File: src/bbw_pkg.sv
// ----------------------------------------------------------------------------
// bbw_pkg
// Widths, register codes and shared types for the bollinger band window.
// ----------------------------------------------------------------------------
package bbw_pkg;

  // ring depth, sets the widths of everything that scales with the window
  localparam int unsigned MAX_WINDOW = 64;

  localparam int unsigned PRICE_W = 24;
  localparam int unsigned WL_W    = 7;
  localparam int unsigned BW_W    = 12;
  localparam int unsigned BAND_W  = 28;
  localparam int unsigned BW_FRAC = 8;

  localparam int unsigned SLOT_W = $clog2(MAX_WINDOW);
  localparam int unsigned LEN_W  = $clog2(MAX_WINDOW + 1);
  localparam int unsigned SUM_W  = PRICE_W + SLOT_W;
  localparam int unsigned SQ_W   = 2 * PRICE_W + SLOT_W;
  localparam int unsigned NUM_W  = 2 * PRICE_W + 2 * SLOT_W;

  // variance stays below 2^(2*PRICE_W-2), so its quotient has this many bits
  localparam int unsigned VAR_Q = 2 * PRICE_W - 2;
  localparam int unsigned DSQ_W = 2 * LEN_W;
  localparam int unsigned REM_W = DSQ_W + 1;
  localparam int unsigned CNT_W = $clog2(VAR_Q + 1);

  localparam int unsigned MUL_W = SUM_W;
  localparam int unsigned ADD_W = NUM_W;

  localparam int unsigned CFG_IDX_W  = 2;
  localparam int unsigned CFG_DATA_W = BW_W;

  localparam logic [CFG_IDX_W-1:0] CFG_WINDOW_LENGTH = CFG_IDX_W'(0);
  localparam logic [CFG_IDX_W-1:0] CFG_BAND_WIDTH    = CFG_IDX_W'(1);

  localparam logic [WL_W-1:0] WL_RESET = WL_W'(20);
  localparam logic [BW_W-1:0] BW_RESET = BW_W'(512);

  typedef struct packed {
    logic sub;
    logic mul_en;
  } alu_ctrl_t;

endpackage

File: src/bbw_alu.sv
// ----------------------------------------------------------------------------
// bbw_alu
// Shared arithmetic unit: wide add/subtract with borrow, registered multiply.
// ----------------------------------------------------------------------------
module bbw_alu (
  input  logic                          clk_i,
  input  bbw_pkg::alu_ctrl_t            ctrl_i,
  input  logic [bbw_pkg::ADD_W-1:0]     add_a_i,
  input  logic [bbw_pkg::ADD_W-1:0]     add_b_i,
  input  logic [bbw_pkg::MUL_W-1:0]     mul_a_i,
  input  logic [bbw_pkg::MUL_W-1:0]     mul_b_i,
  output logic [bbw_pkg::ADD_W-1:0]     add_res_o,
  output logic                          borrow_o,
  output logic [2*bbw_pkg::MUL_W-1:0]   prod_o
);

  logic [bbw_pkg::ADD_W:0]       add_full;
  logic [2*bbw_pkg::MUL_W-1:0]   prod_q;

  always_comb begin
    if (ctrl_i.sub) begin
      add_full = {1'b0, add_a_i} - {1'b0, add_b_i};
    end else begin
      add_full = {1'b0, add_a_i} + {1'b0, add_b_i};
    end
  end

  assign add_res_o = add_full[bbw_pkg::ADD_W-1:0];
  // high bit is the borrow when subtracting
  assign borrow_o  = add_full[bbw_pkg::ADD_W];

  always_ff @(posedge clk_i) begin
    if (ctrl_i.mul_en) begin
      prod_q <= mul_a_i * mul_b_i;
    end
  end

  assign prod_o = prod_q;

endmodule

File: config.mk
export PLATFORM = sky130hd
export DESIGN_NAME = bbw_alu
export DESIGN_NICKNAME = d
export VERILOG_FILES = /design/src/bbw_pkg.sv /design/src/bbw_alu.sv
export SDC_FILE = /design/constraint.sdc
export NUM_CORES = 2
export LEC_CHECK = 0
export ABC_AREA = 1
export CAP_MARGIN = 10
export CORE_MARGIN = 5
export CORE_UTILIZATION = 46
export DETAILED_ROUTE_END_ITERATION = 8
export DONT_BUFFER_PORTS = 1
export GPL_TIMING_DRIVEN = 0
export PLACE_DENSITY = 0.6
export SLEW_MARGIN = 40
export SYNTH_ARGS = -nofsm -noshare
export SYNTH_HDL_FRONTEND = slang
export SYNTH_SLANG_ARGS = --single-unit
File: constraint.sdc
create_clock -name clk_i -period 14.3 [get_ports clk_i]
set_input_delay 0 -clock clk_i [delete_from_list [all_inputs] [get_ports clk_i]]
set_output_delay 0 -clock clk_i [all_outputs]
set_load 0.01 [all_outputs]
======== Word-level counts from Yosys, hierarchy flattened ========
Index checks and enable logic that the tools add are counted.
storage, ports and cells
  register bits ........................... 60
  latch bits .............................. 0
  RAM bits ................................ 0
  ROM bits ................................ 0
  output and inout port bits .............. 121
  memories ................................ 0
cells by class
  add/subtract/negate cells ............... 2
  multiply operators ...................... 1
  divide/modulo/power cells ............... 0
  magnitude comparators ................... 0
  equality and inequality tests ........... 0
  shifts and indexed selects .............. 0
  mux-type cells .......................... 1
  bitwise gates (word level) .............. 0
  reduce and logical (&&, ||, !) cells .... 0
operators with widths
  cell              number
  $add A60 B60 Y61  1
  $mux W61          1
  $sub A60 B60 Y61  1
  $mul A30 B30 Y60  1

======== Longest topological paths before layout ========
  word-level depth ........................ 2
  mapped depth ............................ 32

======== Least setup slack after synthesis ========
OpenSTA, ideal clock, no wires.
  path kind ............................... input to register
  start point ............................. in mul_a_i[22] in the netlist's numbering
  end point ............................... reg prod_q, in the netlist prod_o[52] (data pin)
  arrival ................................. 5.676 ns
  required time ........................... 14.048 ns
  slack ................................... 8.372 ns
  cell stages on the path ................. 23
  buffers on the path ..................... 1
  cells stage by stage .................... clkbuf_1 nand2_1 fa_1 inv_1 fa_1 inv_1 fa_1 inv_1 fa_1 fa_1 fa_1 fa_1 inv_1 fa_1 inv_1 ha_1 nand2_1 nor2_1 nand2_1 nor4_1 nand2_1 nand3_1 nand2_1
on the way
  longest elaborated chain between the ends .. 1
RTL lines
  item                  line           source
  start, declared       bbw_alu.sv:10  input logic [bbw_pkg::MUL_W-1:0] mul_a_i,
  $mul A30 B30 Y60      bbw_alu.sv:34  prod_q <= mul_a_i * mul_b_i;
  end signal, assigned  bbw_alu.sv:34
  end, declared         bbw_alu.sv:18  logic [2*bbw_pkg::MUL_W-1:0] prod_q;
No other way between the ends.
A chain may end at the register's enable or synchronous reset.

======== Worst setup path in the final report ========
  start point ............................. in mul_a_i[19] in the netlist's numbering
  end point ............................... reg prod_q, in the netlist prod_o[27] (data pin)
Same word-level chain as after synthesis.

==> impl_metrics.yaml <==
synthesis:
  synth_flop_cell: "edfxtp_1"
  synth_cell_types: 36
  synth_edf_count: 60
  ys_ff_latch: 60
  ys_top_cells_by_area: "fa_1, nand2_1, inv_1"
  synth_nets: 7332
  synth.most_common_cell: "nand2_1"
  yosys.area.top_type: "fa_1"
  async_flop_share: 0
  ys_seq_area_frac: 0.0439
  syn-mean-instance-area_sq_um: 6.77
  synth.top_cell.area_share: 0.381
  synthesis.area_sq_um: 41000
  yosys_warnings: 0
  synth_commonest_cells: "nand2_1, inv_1, fa_1"
  synthCells: 6059
final_layout:
  regArea_sq_um: 1800
  largest_register_ffs: 60
  syn_to_final_growth_pct: 4.63
  multiInputGateArea_sq_um: 31500
  antenna_cells: 0
  fillers: 9286
  layout.nets: 7345
  drive_gt1_frac: 0.0186
routing:
  vias_per_cell: 5.10
  drcViolationCount: 0
  routed_wl_microns: 158000
  vias: 36917
  postRouteAntennaNets: 0
  avgRoutedWirePerCell_microns: 21.8
  drt-initial-drc-count: 3168
  dr.pass1.iters: 8
timing:
  finalCritPeriodShare: 0.502
  final.setup.tns_ps: 0
  max_slew_margin: 0.364
  fmax_ghz: 0.139
  post-route-min-period_ps: 7180
  setup_viol_count_final: 0
  rsz0062_at_grt: "no"
  maxSlewViolCount: 0
  finalHoldViolations: 0
  tightest_slew_ps: 953
outcome:
  outcome: "finished, final reports clean"
placed_design:
  port_buffers: 0
  gp_congestion: 0.997
  dp_hpwl_microns: 140000
cts:
  htreeDepth: 3
  path_clk_slew_ps: 60
  cts_setup_buffers: 0
  cts_tree: "built"
  root_buffer: "clkbuf_16"
  cts.path.max_buffers: 2
  cts_sinks: 60
  cts_made_buffers: 9
die:
  num_io_pins: 304
  die_h_microns: 309
  die_w_microns: 309
  start_util: 0.464
  fp.dieArea_sq_um: 95300
  core_sq_um: 88500
  fp-row-count: 109
run:
  cap_viol_max_count: 0
grt:
  first_global_vias: 36988
  grt_usage: 0.334
  antenna_found_initial: 6
  grt_first_pass_wirelength_microns: 235000
  grt_remaining_overflow: 0
  grt_max_degree: 61
min_path:
  worstHoldPathCells: 1
  holdCritPathClass: "in2reg"
  hold_end: "prod_o[9]"
  hp-start: "ctrl_i[0]"
worst_setup_path:
  cp_max_fo: 10
  critPathArrivalTime_ps: 7300
  crit_type: "in2reg"
  cp.required_ps: 14420
  setup.worst_path.end_class: "register"
  critPathLaunchType: "input port"
-- metrics by stage --
| stage | utilization | std cells | worst slack (ps) | instance area [sq um] | hold WS [ps] |
|---|---|---|---|---|---|
| finish | 0.485 | 7241 | 7120 | 42900 | 39.0 |
| global route | 0.485 | 7241 | 6940 | 42900 | 44.9 |
| CTS | 0.485 | 7240 | 7270 | 42900 | 46.8 |
| detailed placement | 0.481 | 7224 | 6890 | 42600 | 119 |
| global placement | 0.480 | 7224 | 6740 | 42500 | 119 |
| floorplan | - | 6059 | 8370 | 41000 | 112 |
-- metal layers --
layer | global-route usage | vias up | wire length, microns
li1 | - | 17054 | -
met1 | 0.426 | 17915 | 61800
met2 | 0.542 | 1617 | 72100
met3 | 0.0835 | 329 | 15700
met4 | 0.145 | 2 | 8630
met5 | 0 | - | 13
-- cells in the final DEF, fill, tap and decap left out, drive strengths merged --
master,Yosys,routed
a21oi,90,90
xor2,106,106
nand2,2059,2059
nand2b,1,1
nand3,142,142
or2,3,3
buf,2,4
clkbuf,185,195
o21ai,37,37
o21bai,25,25
and2,6,6
edfxtp,60,60
clkinv,0,2
nor4,2,2
and3,1,1
bufinv,0,2
a31oi,1,1
nand3b,4,4
a21boi,1,1
inv,1859,1859
xnor2,9,9
nand4,44,44
ha,309,309
nor3,31,31
nor2,301,301
fa,781,781
clkinvlp,0,1
-- timing repair --
action,in CTS,in global routing
hold buffers,1,0
gates resized for setup,0,0
hold endpoints to repair,60,0
-- area by class of cell --
cell class / instances / area share
buffer: 187 / 0.0186
clock buffer: 10 / 0.00533
clock inverter: 5 / 0.00181
inverter: 1859 / 0.163
multi-input combinational: 3953 / 0.735
sequential: 60 / 0.0420
tap: 1165 / 0.0340
timing repair buffer: 2 / 0.000904
-- kinds of logic after synthesis --
family                     synth area share
adders and majority gates             0.475
xor gates and xnor gates             0.0246
buffers and inverters                 0.187
DFF                                  0.0439
and+or+nand+nor                       0.248
AOI/OAI and AO/OA                    0.0208
-- worst max-delay path by stage --
stage	start	to	slack [ps]	depth (start not counted)
after floorplan	mul_a_i[22]	prod_o[52]	8370	23
after global placement	mul_a_i[8]	prod_o[27]	6740	23
after detailed placement	mul_a_i[21]	prod_o[31]	6890	23
after CTS	mul_a_i[21]	prod_o[31]	7270	23
after global routing	mul_a_i[19]	prod_o[43]	6940	24
final	mul_a_i[19]	prod_o[27]	7120	21
-- critical path, stage by stage --
cell      delay [ps]
clkbuf_1         660
nand2_1          190
fa_1             560
fa_1             540
fa_1             520
fa_1             520
inv_1             60
fa_1             560
fa_1             450
fa_1             580
inv_1             70
fa_1             490
inv_1             50
ha_1             320
nand2_1          130
inv_1             50
nand2_1           50
nand2_1           90
a21oi_1          400
nand3_1          460
xor2_1           510
Power is left out: the tool's default activity adds up to more than one toggle a clock period on the data nets, which glitch-free logic cannot reach.
