==> src/bbw_pkg.sv <==
// ----------------------------------------------------------------------------
// bbw_pkg
// Widths, register codes and shared types for the bollinger band window.
// ----------------------------------------------------------------------------
package bbw_pkg;

  // ring depth, sets the widths of everything that scales with the window
  localparam int unsigned MAX_WINDOW = 64;

  localparam int unsigned PRICE_W = 24;
  localparam int unsigned WL_W    = 7;
  localparam int unsigned BW_W    = 12;
  localparam int unsigned BAND_W  = 28;
  localparam int unsigned BW_FRAC = 8;

  localparam int unsigned SLOT_W = $clog2(MAX_WINDOW);
  localparam int unsigned LEN_W  = $clog2(MAX_WINDOW + 1);
  localparam int unsigned SUM_W  = PRICE_W + SLOT_W;
  localparam int unsigned SQ_W   = 2 * PRICE_W + SLOT_W;
  localparam int unsigned NUM_W  = 2 * PRICE_W + 2 * SLOT_W;

  // variance stays below 2^(2*PRICE_W-2), so its quotient has this many bits
  localparam int unsigned VAR_Q = 2 * PRICE_W - 2;
  localparam int unsigned DSQ_W = 2 * LEN_W;
  localparam int unsigned REM_W = DSQ_W + 1;
  localparam int unsigned CNT_W = $clog2(VAR_Q + 1);

  localparam int unsigned MUL_W = SUM_W;
  localparam int unsigned ADD_W = NUM_W;

  localparam int unsigned CFG_IDX_W  = 2;
  localparam int unsigned CFG_DATA_W = BW_W;

  localparam logic [CFG_IDX_W-1:0] CFG_WINDOW_LENGTH = CFG_IDX_W'(0);
  localparam logic [CFG_IDX_W-1:0] CFG_BAND_WIDTH    = CFG_IDX_W'(1);

  localparam logic [WL_W-1:0] WL_RESET = WL_W'(20);
  localparam logic [BW_W-1:0] BW_RESET = BW_W'(512);

  typedef struct packed {
    logic sub;
    logic mul_en;
  } alu_ctrl_t;

endpackage

==> src/bbw_ring.sv <==
// ----------------------------------------------------------------------------
// bbw_ring
// Price ring: one write port, one registered read port, read before write.
// ----------------------------------------------------------------------------
module bbw_ring (
  input  logic                        clk_i,
  input  logic                        we_i,
  input  logic [bbw_pkg::SLOT_W-1:0]  waddr_i,
  input  logic [bbw_pkg::PRICE_W-1:0] wdata_i,
  input  logic                        re_i,
  input  logic [bbw_pkg::SLOT_W-1:0]  raddr_i,
  output logic [bbw_pkg::PRICE_W-1:0] rdata_o
);

  logic [bbw_pkg::PRICE_W-1:0] mem_q [bbw_pkg::MAX_WINDOW];
  logic [bbw_pkg::PRICE_W-1:0] rdata_q;

  always_ff @(posedge clk_i) begin
    if (re_i) begin
      rdata_q <= mem_q[raddr_i];
    end
    if (we_i) begin
      mem_q[waddr_i] <= wdata_i;
    end
  end

  assign rdata_o = rdata_q;

endmodule

==> config.mk <==
export PLATFORM = sky130hd
export DESIGN_NAME = bbw_ring
export DESIGN_NICKNAME = d
export VERILOG_FILES = /design/src/bbw_pkg.sv /design/src/bbw_ring.sv
export SDC_FILE = /design/constraint.sdc
export NUM_CORES = 1
export LEC_CHECK = 0
export BUFFER_PORTS_ARGS = -buffer_cell sky130_fd_sc_hd__buf_2
export CORE_AREA = 2 2 350 318
export DETAILED_ROUTE_END_ITERATION = 6
export DIE_AREA = 0 0 352 320
export PLACE_DENSITY = 0.78
export SLEW_MARGIN = 10
export SYNTH_ARGS = -nofsm -noshare
export SYNTH_HDL_FRONTEND = slang
export SYNTH_SLANG_ARGS = --single-unit
==> constraint.sdc <==
create_clock -name clk_i -period 3 [get_ports clk_i]
set_clock_uncertainty 0.05 [all_clocks]
set_input_delay 0.15 -clock clk_i [delete_from_list [all_inputs] [get_ports clk_i]]
set_output_delay 0.15 -clock clk_i [all_outputs]
set_load 0.03 [all_outputs]
# Yosys cells after proc, flatten, opt, wreduce, memory -nomap -nowiden
# Memories as Yosys holds them, arrays and structs flattened. A register that Yosys moved wholly into a read port is not among the register bits.
# Cells that the tools add are included.
totals:
  regBits: 0
  wordCells: 3
  input_bits: 39
  ramBits: 1536
  latch_bits: 0
  output_inout_bits: 24
  romBits: 0
  memories: 1
memory_table:
  columns: ["memory", "words", "word_bits", "read_ports", "rd_ports_with_merged_regs", "write_ports", "line", "rtl"]
  rows:
  - ["mem_q", 64, 24, 1, 1, 1, "bbw_ring.sv:15", "logic [bbw_pkg::PRICE_W-1:0] mem_q [bbw_pkg::MAX_WINDOW];"]
classes:
  shift: 0
  bitwise: 0
  n_reduce_logical: 0
  mux: 2
  n_lt_le_gt_ge: 0
  n_addsub: 0
  div: 0
  mul: 0
  eq_ne: 0
ops:
  columns: ["op", "count"]
  rows:
  - ["2-to-1 mux 1 bit", 2]

# Longest topological paths before layout
# Gate-level depths: netlist (run 1).
logic_depth:
  ltp_word: 2
  depth_mapped: 9
  ltp_nobuf: 5

# Least setup slack after synthesis (run 1)
# Ideal clock, no wire load.
synth_path:
  path_type: "in2reg"
  from: "input waddr_i[3] (netlist bit)"
  to: "memory mem_q[48][0] (netlist bit), enable pin"
  slack_ns: 0.203
  stages: 4
  required_ns: 2.515
  arrival_time_ns: 2.312
  path_buffers: 1
  setup_time_ns: 0.435
  path_cell_list: "clkbuf_1 > nor2b_1 > nand4b_1 > nor3_1"
synth_lines:
  columns: ["item", "line", "rtl"]
  rows:
  - ["start: declaration", "bbw_ring.sv:8", "input logic [bbw_pkg::SLOT_W-1:0] waddr_i,"]
  - ["end: declaration", "bbw_ring.sv:15", null]
# Straight into the memory's write port.

==> results of run 1 <==
==> power by group <==
group	internal, mW	leakage (nW)	switching, mW	total, mW
combinational	0.892	5.14	1.56	2.45
sequential	24.2	14.1	0.0991	24.3
clock	10.1	2.25	8.00	18.1
total	35.2	21.4	9.65	44.8
==> sequential cells by signal, summed over array words and instances (netlist names) <==
name     cells
mem_q     1536
rdata_o     24
==> critical path, delay by kind of cell, from the launching register on <==
kind,cells,cell delay [ns]
DFF,1,0.37
AOI/OAI and AO/OA,3,1.15
muxes,2,0.76
buffers and inverters,1,0.24
==> cells by family (layout without fill, tap and decap cells) <==
family,after synthesis,in the layout
DFF,1560,1560
muxes,503,503
AOI/OAI and AO/OA,207,207
and+or+nand+nor,196,196
buffers and inverters,144,542
other,0,4
==> layout make-up <==
type                            instances  share of cell area (%)
Timing Repair Buffer                  271                    3.41
Clock buffer                          192                    5.74
Sequential cell                      1560                    69.1
Clock inverter                         77                    1.14
Inverter                                2                  0.0111
Tap cell                             1462                    2.70
Antenna cell                            4                  0.0148
Multi-Input combinational cell        906                    17.8
==> placed cells by master (no fill, tap or decap), drive strengths merged, types with 16 or more instances in the layout <==
cell type	n
clkbuf	193
a21oi	22
mux2	53
nor2	80
buf	257
o21ai	18
and3	16
a221oi	52
nand3	20
mux4	355
nand2	36
clkinv	55
edfxtp	1560
mux2i	95
a22oi	29
o22ai	53
==> worst max-delay path by stage <==
stage / startpoint / to / depth (start not counted)
floorplan: waddr_i[3] / mem_q[48][0] / 4
global placement: raddr_i[0] / rdata_o[13] / 8
detailed placement: raddr_i[0] / rdata_o[13] / 8
CTS: mem_q[55][13] / rdata_o[13] / 6
global route: mem_q[55][13] / rdata_o[13] / 6
finish: mem_q[55][13] / rdata_o[13] / 6
==> repair_timing <==
item | in CTS | in global routing
hold buffers | 10 | 3
setup endpoints to repair | 0 | 0
endpoints found under the hold margin | 166 | 131
==> per-layer routing <==
metal,wire (um),part of all wire [%],vias to the layer above,track usage (%)
li1,-,-,11700,-
met1,54000,35,15800,38.1
met2,72500,47,2490,42.7
met3,22900,15,320,8.67
met4,5140,3.3,18,9.43
met5,114,0.074,-,0
==> per-stage QoR <==
stage / total power, mW / TNS (ns) / hold slack, ns / std cells / cell area [um2]
final: 44.8 / 0 / 0.0241 / 4474 / 67700
after global routing: 45.8 / 0 / 0.0535 / 4470 / 67700
after CTS: 44.9 / 0 / 0.00871 / 4467 / 67700
after detailed placement: 27.1 / -0.101 / 0.503 / 4188 / 62900
after global placement: 27.0 / -0.0574 / 0.485 / 4188 / 62900
after floorplan: 25.9 / 0 / 0.199 / 2610 / 59500
==> results.txt, run 1 <==
Vias - 30,400
Final RePlAce weighted congestion - 0.919
Worst setup SP type - register
Synthesized cell area - 59,500 um2
Dpl ws - -0.101 ns
Post_cts resized - 0
Tmin final - 2.81 ns
Final hold viol count - 0
Die Ht - 320 um
Post-DP HPWL - 88,600 um
Post-synth top area cell - edfxtp_1
Num CTS Buffers - 148
Largest family of logic cells by synthesized area - multiplexers
Post-synth EDFFs - 1,560
Synth Area in Compound Gates - 2.43%
R2r worst-path depth - 6
Synth Area in XOR/XNOR - 0%
WHS Endpoint - mem_q[34][5]
Final Max Slew Viols - 0
Max FO, Critical Path - 1
CTS clk-pin slew, worst paths - 0.06 ns
Clock Path Buffers - 3
Max Cap Viol - 0
Total wire length - 155,000 um
Synthesis Warnings - 0
Gate Count Post-Synth - 2,610
Adder-Cell Fraction of Synth Area - 0%
Final nets - 2,928
Clk sinks - 1,560
Worst r2r src - mem_q[55][13]
Critical path arrival - 3.29 ns
Clock Latency Late Sink - 0.77 ns
Post-Syn Nets - 2,649
Die Wd - 352 um
Top_reg_cell synth - edfxtp_1
Yosys reg bits - 1,560
Hold Crit Start - wdata_i[5]
Vias in the first global route - 30,000
Status - complete, no violations
Core area - 109,000 um2
Max_slew headroom - 16.1%
Ranking of synthesized cells by area - edfxtp_1, mux4_2, mux2i_1
Clock Root Buffer - clkbuf_16
Initial antenna violation count - 19
Setup violators final - 0
PD cells - 662 nW/um2
Fmax - 0.356 GHz
Initial Util - 54.8%
Distinct cell type count after synthesis - 39
Fraction of registers with async set/reset - 0%
H-tree Lvls - 4
Multi-input logic area - 12,100 um2
Worst-path cell with the longest stage delay - a221oi_1
Largest net degree at the start of global routing - 65
Filler Cell Count - 6,853
Wire per inst - 34.6 um
First-pass iteration count of the detailed router - 6
Pleak - 21.4 nW
Fin util - 62.4%
Worst vdd ir - 0.585 mV
Sequential element share of the synthesized area - 78.7%
Final Cycle Share - 93.7%
Count leader, synth - edfxtp_1
Synth top area share - 78.7%
CP cell instances - mux4_2, mux2_2, a221oi_1, buf_4, a31oi_1, o21a_1
ANT nets after route - 0
RSZ-0062 raised after global routing - false
Layout cell share with drive strength beyond 1 - 31.0%
Vias/cell - 6.79
Post-synth top cells - edfxtp_1, mux4_2, mux2i_1
CTS tree - yes
Critical path's largest stage delay - 0.99 ns
Setup Fix Bufs, Post-CTS - 0
Proportion of synthesized area in mux cells - 16.0%
First-pass GRT wire length - 220,000 um
Mean Syn Cell Area - 22.8 um2
Overall Global Routing Usage - 27.8%
Port Buffers - 62
CP endpoint kind - register
FP Rows - 115
Total die area - 113,000 um2
Final setup margin - 0.188 ns
Crit path kind - reg2reg
Syn-to-layout area delta - 13.8%
GRT overflow - 0
Hold path cells - 2
# DRC - 0
Reg area - 46,800 um2
Reg-to-Reg End - rdata_o[13]
Worst EP required - 3.48 ns
Worst min-delay path class - in2reg
Iter 0 DRT Violations - 4,660
Simple-Gate Fraction of Synth Area - 1.55%
Reg2Reg Setup Slack - 0.19 ns
I/O pins - 63
Least-Margin Pin Slew - 1.26 ns
Power figures use the tool's default switching activity.
==> run 2, diff against run 1 <==
Settings changed: MAX_ROUTING_LAYER from default to met4.
==> run 2 against run 1 <==
Compared with the run above:
- clock power is essentially flat
- worst setup slack gained 0.015 ns
- sequential power is essentially flat
- clock-buffer cell count is the same
- final cell count grew 0.16%
- die area is the same
- critical path depth is the same
- combinational power is essentially flat
- design area is essentially flat
==> results.txt, run 2 (synthesis results as in run 1) <==
Final nets - 2,928 (unchanged)
CTS tree - yes
# DRC - 0 (unchanged)
Worst setup SP type - register
Clock Latency Late Sink - 0.77 ns (about the same)
I/O pins - 63 (unchanged)
GRT overflow - 0 (unchanged)
Clock Root Buffer - clkbuf_16
Final Cycle Share - 93.3% (-0.49 points)
Fmax - 0.357 GHz (+0.53%)
Final Instance Area - 67,800 um2 (about the same)
Iter 0 DRT Violations - 4,798 (+3.0%)
Least-Margin Pin Slew - 1.28 ns (+0.0226 ns)
Placed cell area - 62,900 um2 (unchanged)
Tmin final - 2.80 ns (-0.0148 ns)
Reg-to-Reg End - rdata_o[13]
R2r worst-path depth - 6 (unchanged)
Filler Cell Count - 6,852 (-0.015%)
CP endpoint - rdata_o[13]
Total wire length - 155,000 um (about the same)
Final RePlAce weighted congestion - 0.935 (+1.8%)
Max_slew headroom - 14.6% (-1.5 points)
Vias - 30,200 (-0.64%)
Final Max Slew Viols - 0 (unchanged)
First-pass GRT wire length - 220,000 um (about the same)
Commonest non-fill, non-tap cell in the layout - edfxtp_1
RSZ-0062 raised after global routing - false
Total die area - 113,000 um2 (unchanged)
Status - complete, no violations
Initial Util - 54.8% (unchanged)
Worst r2r src - mem_q[55][13]
Hold path cells - 1 (-1)
Final hold viol count - 0 (unchanged)
Vias/cell - 6.73 (-0.79%)
CP endpoint kind - register
CTS clk-pin slew, worst paths - 0.06 ns (about the same)
H-tree Lvls - 4 (unchanged)
Reg2Reg Setup Slack - 0.20 ns (about the same)
Crit path kind - reg2reg
Critical path arrival - 3.27 ns (-0.02 ns)
Vias in the first global route - 30,000 (-0.13%)
Clk sinks - 1,560 (unchanged)
Max FO, Critical Path - 1 (unchanged)
PD cells - 662 nW/um2 (about the same)
Worst min-delay path class - in2reg
Hold Slack - 0.0220 ns (-0.00213 ns)
Port Buffers - 62 (unchanged)
Die Ht - 320 um (unchanged)
Max Cap Viol - 0 (unchanged)
Layout cell share with drive strength beyond 1 - 31.0% (unchanged)
Largest net degree at the start of global routing - 65 (unchanged)
Overall Global Routing Usage - 28.6% (+0.86 points)
Commonest cells after routing, fill and taps aside - edfxtp_1, mux4_2, buf_4, clkbuf_16, mux2i_1
Setup violators final - 0 (unchanged)
Cells after DPL - 4,188 (unchanged)
Num CTS Buffers - 148 (unchanged)
Pleak - 21.4 nW (about the same)
Die Wd - 352 um (unchanged)
Core area - 109,000 um2 (unchanged)
FP Rows - 115 (unchanged)
Final cell count without fillers - 4,481 (+0.16%)
Initial antenna violation count - 15 (-4)
Wire per inst - 34.5 um (-0.23%)
Max reg flops - 1,536 (unchanged)
Clock Path Buffers - 3 (unchanged)
Syn-to-layout area delta - 13.8% (about the same)
ANT nets after route - 0 (unchanged)
Worst EP required - 3.47 ns (about the same)
Worst vdd ir - 0.583 mV (-0.39%)
Post-DP HPWL - 88,600 um (unchanged)
Critical path startpoint - mem_q[55][13]
Post_cts resized - 0 (unchanged)
Biggest register - mem_q
First-pass iteration count of the detailed router - 5 (-1)
-- run 2: cell types whose count changed in the layout (fill, tap and decap cells not counted), sizes merged --
cell,change
diode,+7
-- run 2: how the worst min path moves through the flow --
stage                    start      endpoint  slack [ns]
finish              wdata_i[4]  mem_q[35][4]        0.02
global route        wdata_i[4]  mem_q[50][4]        0.04
CTS                 waddr_i[1]  mem_q[51][3]       0.009
detailed placement  wdata_i[8]  mem_q[34][8]        0.50
global placement    wdata_i[8]  mem_q[34][8]        0.49
floorplan           wdata_i[0]   mem_q[0][0]        0.20
-- run 2: critical path, stage by stage (launching register included) --
cell and delay [ns]:
edfxtp_1 0.37, mux4_2 0.48, mux2_2 0.28, a221oi_1 0.97, buf_4 0.24, a31oi_1 0.04, o21a_1 0.12
-- run 2: routing by layer --
layer  track usage [%]  part of all wire [%]  routed length (um)
met1              38.0                    35               54100
met2              42.7                    47               72100
met3              8.83                    15               22800
met4              9.52                   3.6                5490
met5                 -                     0                   0
-- run 2: through the flow --
step	utilization [%]	power [mW]	setup TNS (ns)	worst slack [ns]
after floorplan	-	25.9	0	0.203
after global placement	57.9	27.0	-0.0574	-0.0574
after detailed placement	57.9	27.1	-0.101	-0.101
after CTS	62.3	44.9	0	0.329
after global routing	62.4	45.8	0	0.264
final	62.4	44.8	0	0.202
-- run 2: area by class of cell --
type | instances | area [um2] | share of cell area (%)
Antenna cell | 11 | 27.5 | 0.0406
Clock buffer | 192 | 3890 | 5.74
Clock inverter | 77 | 771 | 1.14
Inverter | 2 | 7.51 | 0.0111
Multi-Input combinational cell | 906 | 12100 | 17.8
Sequential cell | 1560 | 46800 | 69.1
Tap cell | 1462 | 1830 | 2.70
Timing Repair Buffer | 271 | 2310 | 3.41
-- run 2: what timing repair did --
action                                 in CTS  in global routing
hold buffers                               10                  3
endpoints found under the hold margin     166                123
buffers inserted                            0                  0
-- run 2: report_power, final --
| group | switching [mW] | total, mW | internal [mW] |
|---|---|---|---|
| Combinational | 1.55 | 2.45 | 0.892 |
| Clock | 8.00 | 18.1 | 10.1 |
| Sequential | 0.0992 | 24.3 | 24.2 |
